[config.mk]
export PLATFORM = sky130hd
export DESIGN_NAME = vsu_csr
export DESIGN_NICKNAME = d
export VERILOG_FILES = /design/src/rtl/assert_macros.svh /design/src/rtl/vsu_pkg.sv /design/src/rtl/vsu_csr.sv
export SDC_FILE = /design/constraint.sdc
export NUM_CORES = 1
export LEC_CHECK = 0
export BUFFER_PORTS_ARGS = -buffer_cell sky130_fd_sc_hd__buf_2
export CORE_MARGIN = 3
export CORE_UTILIZATION = 23
export CTS_CLUSTER_DIAMETER = 30
export DETAILED_ROUTE_END_ITERATION = 10
export HOLD_SLACK_MARGIN = 0.05
export MAX_ROUTING_LAYER = met4
export PLACE_DENSITY = 0.46
export SYNTH_ARGS = -nofsm -noshare
export SYNTH_HDL_FRONTEND = slang
export SYNTH_SLANG_ARGS = --single-unit
export TNS_END_PERCENT = 50
[constraint.sdc]
create_clock -name clock -period 4.15 [get_ports clock]
set_clock_uncertainty 0.1 [all_clocks]
set_input_delay 0.6225 -clock clock [delete_from_list [all_inputs] [get_ports clock]]
set_output_delay 0.6225 -clock clock [all_outputs]
set_load 0.02 [all_outputs]
[src/rtl/assert_macros.svh]
// Assertion macros shared by the RTL of the scan-out unit.
// No dependencies; take in with `include before use.
`ifndef ASSERT_MACROS_SVH
`define ASSERT_MACROS_SVH

// Checked at every rising edge outside reset.
`define VSU_ASSERT(label, clk, rst, prop, msg) \
   label: assert property (@(posedge clk) disable iff (rst) prop) else $error(msg);

// Checked at every rising edge, reset included.
`define VSU_ASSERT_ALWAYS(label, clk, prop, msg) \
   label: assert property (@(posedge clk) prop) else $error(msg);

`endif

[src/rtl/vsu_pkg.sv]
// Types, constants and register codes of the line-doubled VGA scan-out unit.
// No dependencies.
`timescale 1ns / 1ps

package vsu_pkg;

   // buffer geometry defaults
   localparam int DEF_BUF_WIDTH  = 320;
   localparam int DEF_BUF_HEIGHT = 240;

   // field widths
   localparam int KIND_W   = 1;
   localparam int COLUMN_W = 9;
   localparam int ROW_W    = 8;
   localparam int VALUE_W  = 8;
   localparam int PIXEL_W  = 8;
   localparam int REQ_DATA_W = 32;
   localparam int RSP_DATA_W = 16;

   localparam int LINE_TICKS_W = 13;
   localparam int PIX_TICKS_W  = 4;
   localparam int VSYNC_W      = 4;
   localparam int LINES_W      = 10;
   localparam int VIS_LINES_W  = 9;
   localparam int CSR_INDEX_W  = 3;
   localparam int CSR_DATA_W   = 13;

   // request kinds
   localparam logic [KIND_W-1:0] KIND_TICK  = 1'b0;
   localparam logic [KIND_W-1:0] KIND_WRITE = 1'b1;

   typedef enum logic [CSR_INDEX_W-1:0] {
      REG_LINE_TICKS    = 3'd0,
      REG_HSYNC_TICKS   = 3'd1,
      REG_ACTIVE_START  = 3'd2,
      REG_PIXEL_TICKS   = 3'd3,
      REG_VSYNC_LINES   = 3'd4,
      REG_FRAME_LINES   = 3'd5,
      REG_FIRST_VISIBLE = 3'd6,
      REG_VISIBLE_LINES = 3'd7
   } vsu_reg_type;

   typedef struct packed {
      logic [LINE_TICKS_W-1:0] line_ticks;
      logic [LINE_TICKS_W-1:0] hsync_ticks;
      logic [LINE_TICKS_W-1:0] active_start;
      logic [PIX_TICKS_W-1:0]  pixel_ticks;
      logic [VSYNC_W-1:0]      vsync_lines;
      logic [LINES_W-1:0]      frame_lines;
      logic [LINES_W-1:0]      first_visible_line;
      logic [VIS_LINES_W-1:0]  visible_lines;
   } vsu_cfg_type;

   localparam vsu_cfg_type CFG_RESET = '{
      line_ticks:         13'd3814,
      hsync_ticks:        13'd465,
      active_start:       13'd685,
      pixel_ticks:        4'd4,
      vsync_lines:        4'd2,
      frame_lines:        10'd526,
      first_visible_line: 10'd12,
      visible_lines:      9'd480
   };

   // sync levels and active flag of one tick
   typedef struct packed {
      logic hsync_n;
      logic vsync_n;
      logic active;
   } vsu_sync_type;

   // buffer access carried by the address stage
   typedef struct packed {
      logic write;
      logic read;
   } vsu_op_type;

endpackage

[src/rtl/vsu_csr.sv]
// Timing register file of the scan-out unit, written through the csr channel.
// Depends on vsu_pkg.
`timescale 1ns / 1ps

module vsu_csr (
   input  logic                              clock,
   input  logic                              reset,
   input  logic                              wr_valid,
   input  logic [vsu_pkg::CSR_INDEX_W-1:0]   wr_index,
   input  logic [vsu_pkg::CSR_DATA_W-1:0]    wr_data,
   output vsu_pkg::vsu_cfg_type              cfg
);

   vsu_pkg::vsu_cfg_type cfg_ff;

   always_ff @(posedge clock) begin
      if (reset) begin
         cfg_ff <= vsu_pkg::CFG_RESET;
      end else if (wr_valid) begin
         unique case (vsu_pkg::vsu_reg_type'(wr_index))
            vsu_pkg::REG_LINE_TICKS:
               cfg_ff.line_ticks <= wr_data[vsu_pkg::LINE_TICKS_W-1:0];
            vsu_pkg::REG_HSYNC_TICKS:
               cfg_ff.hsync_ticks <= wr_data[vsu_pkg::LINE_TICKS_W-1:0];
            vsu_pkg::REG_ACTIVE_START:
               cfg_ff.active_start <= wr_data[vsu_pkg::LINE_TICKS_W-1:0];
            vsu_pkg::REG_PIXEL_TICKS:
               cfg_ff.pixel_ticks <= wr_data[vsu_pkg::PIX_TICKS_W-1:0];
            vsu_pkg::REG_VSYNC_LINES:
               cfg_ff.vsync_lines <= wr_data[vsu_pkg::VSYNC_W-1:0];
            vsu_pkg::REG_FRAME_LINES:
               cfg_ff.frame_lines <= wr_data[vsu_pkg::LINES_W-1:0];
            vsu_pkg::REG_FIRST_VISIBLE:
               cfg_ff.first_visible_line <= wr_data[vsu_pkg::LINES_W-1:0];
            vsu_pkg::REG_VISIBLE_LINES:
               cfg_ff.visible_lines <= wr_data[vsu_pkg::VIS_LINES_W-1:0];
         endcase
      end
   end

   assign cfg = cfg_ff;

endmodule

==> summary.txt <==
STA
  – Summed negative setup slack over all endpoints: 0 ns
  – Final number of setup-violating endpoints: 0
  – Post-layout min period: just under 2 ns
  – Number of hold violations in the final report: 0
  – Unrepaired setup endpoints after global routing: no
  – Max Clk Rate: between 0.5 and 0.6 GHz
  – Actual transition at the worst max-transition pin: roughly 1 ns
  – Final cycle utilization of the critical path: 0.465
  – Count of final max-slew check failures: 0
  – Normalized max-slew margin: 0.331

Placement
  – Estimated wirelength of the detail-placed design: 6.00 mm
  – Global placer's final weighted congestion: 0.711
  – Total of buffers placed on input and output ports: 94
  – Total instance count after detailed placement: 531

Floorplan
  – Area enclosed by the die boundary: roughly 15000 sq um
  – IO Count: 95
  – Core region area: roughly 13000 sq um
  – Die Y-Extent: 121 um
  – Number of standard-cell rows in the floorplan: 41
  – Horiz. Die Dim: about 120 um
  – Initial standard-cell utilization of the core: 0.237

CTS
  – Sink Count: 76
  – Setup Buffers After CTS: 0
  – Clk root buf: clkbuf_16
  – Clock buffers created by TritonCTS: 9
  – CTS tree: yes
  – Hold buffer count at cts: 0
  – H-tree level count: 3
  – Clock Latency Late Sink: between 0.3 and 0.4 ns
  – Post-CTS clock slew at the launch and capture registers of the worst setup and hold paths: around 0.06 ns
  – Post-cts sizing count: 0
  – Clk buf depth: 2

Global routing
  – Global-route wire length before repair: approximately 13 mm
  – Aggregate global routing overflow: 0
  – Vias in the first global route: 2286
  – Largest net degree at the start of global routing: 54
  – Initial antenna violation count: 0
  – Overall global routing resource usage: 0.123

Critical path
  – Required time at the worst-slack endpoint: ~4.3 ns
  – Startpoint type of the worst setup path: primary input
  – WS Path Type: in -> reg
  – Master of the slowest instance on the critical path: nand4b_1
  – Critical path buffers and inverters: 1
  – Worst setup path start: wr_index[2]
  – Stage delay of the slowest cell on the critical path: between 0.8 and 0.9 ns
  – Ordered cell list for the critical path: buf_2 > nand4b_1 > mux2i_1
  – Peak fanout along the critical path: 10
  – Delay-heaviest family, CP: simple AND/OR/NAND/NOR gates
  – Crit path capture type: flip-flop
  – Endpoint arrival time on the critical path: ~2.1 ns
  – Worst reg2reg path startpoint: cfg[57]$_SDFFE_PP1P_

Final layout
  – Share of final-layout standard cells stronger than drive strength 1: 0.309
  – Commonest non-fill, non-tap cells in the layout: buf_2 (94), mux2i_1 (76), dfxtp_1 (76), nand2b_1 (58), nor2_1 (43)
  – Area Overhead vs Synth: 31.6%
  – Post-layout nets: about 400
  – Most common cell after layout, fill and taps aside: buf_2
  – Largest register FFs: 76
  – Final antenna diode count: 0
  – Final non-filler cell total: around 550

Routing
  – Initial drt markers: between 100 and 150
  – DRC Markers: 0
  – Vias per Instance: 4.14
  – Routed via count: 2265
  – Number of optimization iterations in the first detailed-route pass: 4
  – Antenna Violating Nets Remaining: 0
  – Wire length per cell after detailed routing: 15.4 um
  – Total wire length after detailed routing: 8.41 mm

Synth
  – Number of distinct library cells after synthesis: 14
  – Share of the yosys chip area belonging to registers: 0.502
  – Top cell type by total area after synthesis: dfxtp_1
  – Synth top area share: 0.502
  – Cell types with the largest area share after synthesis: dfxtp_1 (50%), mux2i_1 (25%), nand2b_1 (12%), nor2_1 (5.3%), buf_2 (1.7%)
  – Post-synthesis net count: 306
  – Total number of yosys warnings: 0
  – Number of synthesized register bits: between 70 and 80
  – Netlist area before placement: 3030 sq um
  – Syn_area_per_cell: roughly 11 sq um
  – Post-synthesis instance total: between 200 and 300

Pwr
  – Largest voltage drop on the vdd net: 0.000223 V
  – Standby leakage power: 1.92 nW
  – Power density relative to cell area: around 440 nW/um^2

Status
  – Status: finished clean

Min path
  – Critical hold path startpoint: cfg[66]$_SDFFE_PP0P_
  – Type of the most critical hold path: reg -> reg

Run
  – Max Cap Violations: 0
-- per-stage QoR --
stage / power [mW] / worst slack (ns) / cell area [sq um] / utilization / hold WS, ns
global placement: 0.902 / 1.82 / 3650 / 0.286 / 0.359
global route: 1.83 / 2.10 / 3990 / 0.312 / 0.394
finish: 1.76 / 2.22 / 3990 / 0.312 / 0.371
floorplan: 0.856 / 2.38 / 3030 / - / 0.446
detailed placement: 0.904 / 1.83 / 3650 / 0.286 / 0.358
CTS: 1.79 / 2.16 / 3990 / 0.312 / 0.373
-- worst register-to-register path, stage by stage (launching register included) --
cell,delay [ns]
dfxtp_1,0.34
nor2_1,0.11
mux2i_1,0.08
-- metal layers --
metal / up-vias / global-route usage / wire [um]
li1: 1120 / - / -
met1: 1071 / 0.149 / 3980
met2: 64 / 0.194 / 3910
met3: 10 / 0.0384 / 414
met4: 0 / 0.0425 / 108
met5: - / - / 0
-- logic make-up (layout without fill, tap and decap cells) --
group	count (synthesis)	in the layout	share of synthesized area
buf+inv	24	112	0.0400
simple gates	111	111	0.207
mux	76	76	0.251
flops	76	76	0.502
-- path summary, 6_finish.rpt --
check	to	slack (ns)	depth (start not counted)
max reg2reg	cfg[57]$_SDFFE_PP1P_	3.39	2
max	cfg[19]$_SDFFE_PP0P_	2.22	3
min reg2reg	cfg[66]$_SDFFE_PP0P_	0.37	2
min	cfg[66]$_SDFFE_PP0P_	0.37	2
-- where the power goes --
| part | switching, mW | total, mW | internal, mW |
|---|---|---|---|
| Clock | 0.304 | 0.878 | 0.574 |
| Sequential | 0.00924 | 0.755 | 0.746 |
| Combinational | 0.0780 | 0.129 | 0.0509 |
-- synthesized netlist by cell type --
| cell type | instances |
|---|---|
| buf_2 | 10 |
| buf_4 | 1 |
| buf_6 | 2 |
| clkbuf_1 | 11 |
| dfxtp_1 | 76 |
| mux2i_1 | 76 |
| nand2b_1 | 58 |
| nand4_1 | 1 |
| nand4b_1 | 3 |
| nand4bb_1 | 2 |
| nor2_1 | 43 |
| nor4b_2 | 1 |
| nor4bb_1 | 2 |
| or4b_4 | 1 |
-- area by class of cell --
type,instances,area (sq um)
fillers,1345,8780
flip-flops and latches,76,1520
multi-input cells,187,1420
repair buffers,96,498
clock buffers,12,267
well taps,172,215
clock inverters,4,70.1
Power figures use the tool's default switching activity.
