==> config.mk <==
export PLATFORM = sky130hd
export DESIGN_NAME = vsu_timing
export DESIGN_NICKNAME = d
export VERILOG_FILES = /design/src/rtl/assert_macros.svh /design/src/rtl/vsu_pkg.sv /design/src/rtl/vsu_timing.sv
export SDC_FILE = /design/constraint.sdc
export NUM_CORES = 1
export LEC_CHECK = 0
export BUFFER_PORTS_ARGS = -buffer_cell sky130_fd_sc_hd__buf_2
export CORE_MARGIN = 3
export CORE_UTILIZATION = 60
export DETAILED_ROUTE_END_ITERATION = 6
export HOLD_SLACK_MARGIN = 0.06
export PLACE_DENSITY = 0.88
export SKIP_LAST_GASP = 1
export SYNTH_ARGS = -nofsm -noshare
export SYNTH_HDL_FRONTEND = slang
export SYNTH_SLANG_ARGS = --single-unit
==> constraint.sdc <==
create_clock -name clock -period 16.6 [get_ports clock]
set_input_delay 4.15 -clock clock [delete_from_list [all_inputs] [get_ports clock]]
set_output_delay 4.15 -clock clock [all_outputs]
set_load 0.03 [all_outputs]
==> src/rtl/assert_macros.svh <==
// Assertion macros shared by the RTL of the scan-out unit.
// No dependencies; take in with `include before use.
`ifndef ASSERT_MACROS_SVH
`define ASSERT_MACROS_SVH

// Checked at every rising edge outside reset.
`define VSU_ASSERT(label, clk, rst, prop, msg) \
   label: assert property (@(posedge clk) disable iff (rst) prop) else $error(msg);

// Checked at every rising edge, reset included.
`define VSU_ASSERT_ALWAYS(label, clk, prop, msg) \
   label: assert property (@(posedge clk) prop) else $error(msg);

`endif

==> src/rtl/vsu_pkg.sv <==
// Types, constants and register codes of the line-doubled VGA scan-out unit.
// No dependencies.
`timescale 1ns / 1ps

package vsu_pkg;

   // buffer geometry defaults
   localparam int DEF_BUF_WIDTH  = 320;
   localparam int DEF_BUF_HEIGHT = 240;

   // field widths
   localparam int KIND_W   = 1;
   localparam int COLUMN_W = 9;
   localparam int ROW_W    = 8;
   localparam int VALUE_W  = 8;
   localparam int PIXEL_W  = 8;
   localparam int REQ_DATA_W = 32;
   localparam int RSP_DATA_W = 16;

   localparam int LINE_TICKS_W = 13;
   localparam int PIX_TICKS_W  = 4;
   localparam int VSYNC_W      = 4;
   localparam int LINES_W      = 10;
   localparam int VIS_LINES_W  = 9;
   localparam int CSR_INDEX_W  = 3;
   localparam int CSR_DATA_W   = 13;

   // request kinds
   localparam logic [KIND_W-1:0] KIND_TICK  = 1'b0;
   localparam logic [KIND_W-1:0] KIND_WRITE = 1'b1;

   typedef enum logic [CSR_INDEX_W-1:0] {
      REG_LINE_TICKS    = 3'd0,
      REG_HSYNC_TICKS   = 3'd1,
      REG_ACTIVE_START  = 3'd2,
      REG_PIXEL_TICKS   = 3'd3,
      REG_VSYNC_LINES   = 3'd4,
      REG_FRAME_LINES   = 3'd5,
      REG_FIRST_VISIBLE = 3'd6,
      REG_VISIBLE_LINES = 3'd7
   } vsu_reg_type;

   typedef struct packed {
      logic [LINE_TICKS_W-1:0] line_ticks;
      logic [LINE_TICKS_W-1:0] hsync_ticks;
      logic [LINE_TICKS_W-1:0] active_start;
      logic [PIX_TICKS_W-1:0]  pixel_ticks;
      logic [VSYNC_W-1:0]      vsync_lines;
      logic [LINES_W-1:0]      frame_lines;
      logic [LINES_W-1:0]      first_visible_line;
      logic [VIS_LINES_W-1:0]  visible_lines;
   } vsu_cfg_type;

   localparam vsu_cfg_type CFG_RESET = '{
      line_ticks:         13'd3814,
      hsync_ticks:        13'd465,
      active_start:       13'd685,
      pixel_ticks:        4'd4,
      vsync_lines:        4'd2,
      frame_lines:        10'd526,
      first_visible_line: 10'd12,
      visible_lines:      9'd480
   };

   // sync levels and active flag of one tick
   typedef struct packed {
      logic hsync_n;
      logic vsync_n;
      logic active;
   } vsu_sync_type;

   // buffer access carried by the address stage
   typedef struct packed {
      logic write;
      logic read;
   } vsu_op_type;

endpackage

==> src/rtl/vsu_timing.sv <==
// Line/pixel/frame counters and the per-tick sync and window decode.
// Depends on vsu_pkg.
`timescale 1ns / 1ps

module vsu_timing #(
   parameter int BUF_WIDTH  = vsu_pkg::DEF_BUF_WIDTH,
   parameter int BUF_HEIGHT = vsu_pkg::DEF_BUF_HEIGHT,
   localparam int COLI_W = $clog2(BUF_WIDTH),
   localparam int ROWI_W = $clog2(BUF_HEIGHT)
) (
   input  logic                  clock,
   input  logic                  reset,
   input  logic                  advance,
   input  vsu_pkg::vsu_cfg_type  cfg,
   output vsu_pkg::vsu_sync_type sync,
   output logic [ROWI_W-1:0]     row,
   output logic [COLI_W-1:0]     col
);

   // column counter must hold BUF_WIDTH itself (end of line window)
   localparam int COL_W = $clog2(BUF_WIDTH + 1);
   localparam int LT_W  = vsu_pkg::LINE_TICKS_W;
   localparam int PT_W  = vsu_pkg::PIX_TICKS_W;
   localparam int LN_W  = vsu_pkg::LINES_W;

   logic [LT_W-1:0]  tick_ff, tick_in;
   logic [PT_W-1:0]  sub_ff, sub_in;
   logic [COL_W-1:0] col_ff, col_in;
   logic [LN_W-1:0]  line_ff, line_in;

   logic             in_window;
   logic [LN_W-1:0]  after_vs;
   logic [LN_W-1:0]  vis_off;
   logic             vis_range;
   logic [LN_W-2:0]  row_full;
   logic [PT_W-1:0]  pt;
   logic [PT_W:0]    sub_inc;
   logic [LT_W:0]    tick_inc;
   logic [LN_W:0]    line_inc;

   // decode from current state
   always_comb begin
      in_window = (tick_ff >= cfg.active_start) && (col_ff < COL_W'(BUF_WIDTH));
      after_vs  = line_ff - LN_W'(cfg.vsync_lines);
      vis_off   = after_vs - cfg.first_visible_line;
      vis_range = (line_ff >= LN_W'(cfg.vsync_lines))
               && (after_vs >= cfg.first_visible_line)
               && (vis_off < LN_W'(cfg.visible_lines));
      row_full  = vis_off[LN_W-1:1];   // each buffer row drawn on two lines

      sync.hsync_n = !(tick_ff < cfg.hsync_ticks);
      sync.vsync_n = !(line_ff < LN_W'(cfg.vsync_lines));
      sync.active  = in_window && vis_range
                  && (LN_W'(row_full) < LN_W'(BUF_HEIGHT));
      row = ROWI_W'(row_full);
      col = COLI_W'(col_ff);
   end

   // counter advance
   always_comb begin
      pt       = (cfg.pixel_ticks == '0) ? PT_W'(1) : cfg.pixel_ticks;
      sub_inc  = {1'b0, sub_ff} + (PT_W+1)'(1);
      tick_inc = {1'b0, tick_ff} + (LT_W+1)'(1);
      line_inc = {1'b0, line_ff} + (LN_W+1)'(1);
      sub_in   = sub_ff;
      col_in   = col_ff;
      tick_in  = tick_inc[LT_W-1:0];
      line_in  = line_ff;
      if (in_window) begin
         if (sub_inc >= {1'b0, pt}) begin
            sub_in = '0;
            col_in = col_ff + COL_W'(1);
         end else begin
            sub_in = sub_inc[PT_W-1:0];
         end
      end
      if (tick_inc >= {1'b0, cfg.line_ticks}) begin
         tick_in = '0;
         sub_in  = '0;
         col_in  = '0;
         line_in = (line_inc >= {1'b0, cfg.frame_lines}) ? '0 : line_inc[LN_W-1:0];
      end
   end

   always_ff @(posedge clock) begin
      if (reset) begin
         tick_ff <= '0;
         sub_ff  <= '0;
         col_ff  <= '0;
         line_ff <= '0;
      end else if (advance) begin
         tick_ff <= tick_in;
         sub_ff  <= sub_in;
         col_ff  <= col_in;
         line_ff <= line_in;
      end
   end

endmodule

==> out/metrics.yaml <==
global_route:
  grt_max_degree: 29
  antenna_found_initial: 0
  grt-ovfl-total: 0
  grt_pass1_wl_um: 17660
  grt_use_total: 0.2489
  grt_pass1_vias: 4154
sta:
  fin_tns_setup_ns: 0
  relSlewSlack: 0.5644
  rsz0062_at_grt: "no"
  worst_slew_pin_slew_ns: 0.6518
  finalHoldViolations: 0
  setup-violations-final: 0
  fin_crit_sh: 0.7448
  maxSlewViolCount: 0
  clock_skew_ns: 0.006368
  fmax_ghz: 0.08088
  fin_crit_ns: 12.36
place:
  placed_area_um2: 4810
  place_congestion: 0.8893
  dpl.hpwl_um: 8307
  portBuffers: 98
power_and_ir_drop:
  powerDensity_nw_per_um2: 46.18
  power_leakage_nw: 2.583
  ir_drop_mv: 0.04811
route:
  ant_nets: 0
  viasPerCell: 5.796
  post_drt_wl_per_cell_um: 14.09
  drt_iter0_markers: 228
  wl_um: 10410
  via_count: 4283
  firstDrtPassIters: 4
  drc: 0
worst_hold_path:
  hp-class: "reg -> reg"
critical_path:
  endpoint_kind: "output port"
  ff2ff_setup_slack_ns: 12.71
  cp_max_fo: 6
  crit_family: "compound AO/OA/AOI/OAI gates"
  crit_required_ns: 12.45
  worst_setup_path_start_kind: "input pin"
  slowest_stage: "a2111oi_0"
  cpMostUsedCell: "ha_1"
  critPathKind: "in -> out"
  crit_buf_inv: 3
  path_cells: "buf_2 -> ha_1 -> inv_1 -> fa_1 -> a21o_1 -> a21oi_1 -> xnor2_1 -> ha_1 -> and2_1 -> a31o_1 -> a311o_1 -> xor2_1 -> ha_1 -> o2111ai_1 -> a21oi_1 -> a2111oi_0 -> nor2_1 -> nor4_2 -> buf_2"
  cp.arrival_ns: 8.21
  max_stage_delay_ns: 0.41
clock_tree:
  cts_tree: "yes"
  htreeDepth: 2
  cts_setup_buffers: 0
  holdBufCountCts: 0
  cts_resized: 0
  max-clock-path-buffers: 2
  cts-root-buf: "clkbuf_8"
  clock-sinks: 36
  cts_made_buffers: 5
  cts.clk_slew.worst_paths_ns: 0.07
  insertion_delay_ns: 0.29
floorplan:
  ios: 99
  die_area_um2: 8110
  dieHeight_um: 90.06
  core_area_um2: 6832
  dieWidth_um: 90.06
  initial_utilization: 0.6205
  fp-row-count: 30
synthesis:
  yosys_warnings: 0
  synth_edf_count: 0
  ys_ff_latch: 36
  synth_fp_nets: 709
  synth_ff_type: "dfxtp_1"
  syn_avg_cell_area_um2: 7.721
  synth.distinct_cells: 65
  async_flop_share: 0
  synth_area_um2: 4239
  syn_inst: 549
  seq_area_frac_synth: 0.1700
finish:
  fin_nets: 802
  multiInputGateArea_um2: 3144
  areaGrowthSynthToFinish_pct: 15.67
  final_common_cell: "buf_2"
  regArea_um2: 720.7
  fin_area_um2: 4903
  final_cell_mix: "buf_2 (98), inv_1 (85), ha_1 (79)"
  drive_above_1_share: 0.1866
  diodes: 0
  n_fill_cell: 569
flow_run:
  cap_violations: 0
outcome:
  outcome: "finished clean"
[report_power, final]
part	internal [mW]	switching, mW	leakage, nW	total, mW
logic	0.0302	0.0428	2.25	0.0730
registers	0.0867	0.000775	0.290	0.0874
clock network	0.0337	0.0323	0.0445	0.0660
total	0.151	0.0759	2.58	0.226
[per-stage QoR]
| step | total power, mW | util | hold WS, ns | setup slack (ns) | std cells |
|---|---|---|---|---|---|
| after floorplan | 0.1377 | - | 0.4690 | 3.988 | 549 |
| after global placement | 0.1579 | 0.7040 | 0.4768 | 4.429 | 731 |
| after detailed placement | 0.1614 | 0.7040 | 0.4924 | 4.258 | 731 |
| after CTS | 0.2272 | 0.7178 | 0.5113 | 4.259 | 739 |
| after global routing | 0.2392 | 0.7178 | 0.5287 | 3.972 | 739 |
| final | 0.2265 | 0.7178 | 0.5090 | 4.236 | 739 |
[logic make-up (layout without fill, tap and decap cells)]
kind of cell / after synthesis / after routing / share of synthesized area
AND/OR/NAND/NOR: 158 / 158 / 0.2004
AO/OA/AOI/OAI: 134 / 134 / 0.2137
buffers and inverters: 99 / 193 / 0.08825
adder cells (fa/ha/maj): 81 / 81 / 0.2426
XOR/XNOR: 40 / 40 / 0.08264
flip-flops: 36 / 36 / 0.1700
multiplexers: 1 / 1 / 0.002361
[cell type report]
class | instances | area share
Sequential cell | 36 | 0.1470
Clock buffer | 7 | 0.01761
Timing Repair Buffer | 100 | 0.1031
Clock inverter | 1 | 0.001531
Inverter | 85 | 0.06507
Multi-Input combinational cell | 414 | 0.6412
Tap cell | 96 | 0.02450
[routing by layer]
| layer | part of all wire | wire length [um] | up-vias | track usage |
|---|---|---|---|---|
| met2 | 0.48 | 5019 | 150 | 0.4238 |
| met5 | 0 | 0 | - | 0 |
| li1 | - | - | 2134 | - |
| met3 | 0.055 | 573 | 23 | 0.03682 |
| met1 | 0.44 | 4623 | 1976 | 0.3246 |
| met4 | 0.019 | 193 | 0 | 0.07526 |
[flip-flops by register name (all words and copies together) (netlist names)]
signal / flops
tick_ff: 13
line_ff: 10
sub_ff: 4
col: 9
[tightest hold or removal path, delay by kind of cell, from the launching register on]
kind,cells,cell delay [ns]
AOI/OAI and AO/OA,1,0.05
DFF,1,0.35
and+or+nand+nor,1,0.07
[synth_stat cells, drive strengths merged, types with 3 or more instances]
master / instances / area, um^2
a21o: 11 / 82.58
nor2: 30 / 112.6
nand2: 29 / 111.4
or4: 4 / 30.03
a211oi: 7 / 57.55
clkbuf: 12 / 45.04
dfxtp: 36 / 720.7
a31o: 3 / 26.28
nand4: 5 / 31.28
nor3: 13 / 76.33
nor4: 3 / 25.02
o21a: 7 / 52.55
or3: 6 / 37.54
nor3b: 4 / 30.03
nand4b: 3 / 26.28
nand3: 28 / 140.1
nand2b: 6 / 37.54
inv: 85 / 319.1
xor2: 17 / 148.9
and3: 9 / 56.30
and2: 5 / 31.28
a21oi: 38 / 193.9
ha: 79 / 988.5
a211o: 3 / 26.28
o31ai: 8 / 65.06
o311ai: 3 / 26.28
nor2b: 5 / 31.28
nand3b: 3 / 22.52
o2111ai: 3 / 26.28
xnor2: 23 / 201.4
o32ai: 3 / 26.28
o21ai: 29 / 152.7
[worst paths after layout]
check	cells after the start	start	end
worst max-delay path	19	cfg[29]	sync[0]
worst min-delay path	2	col[8]	col[8]
worst max register to register	15	tick_ff[0]	sub_ff[2]
worst min register to register	2	col[8]	col[8]
No activity file was read; power rests on OpenSTA's default activity.
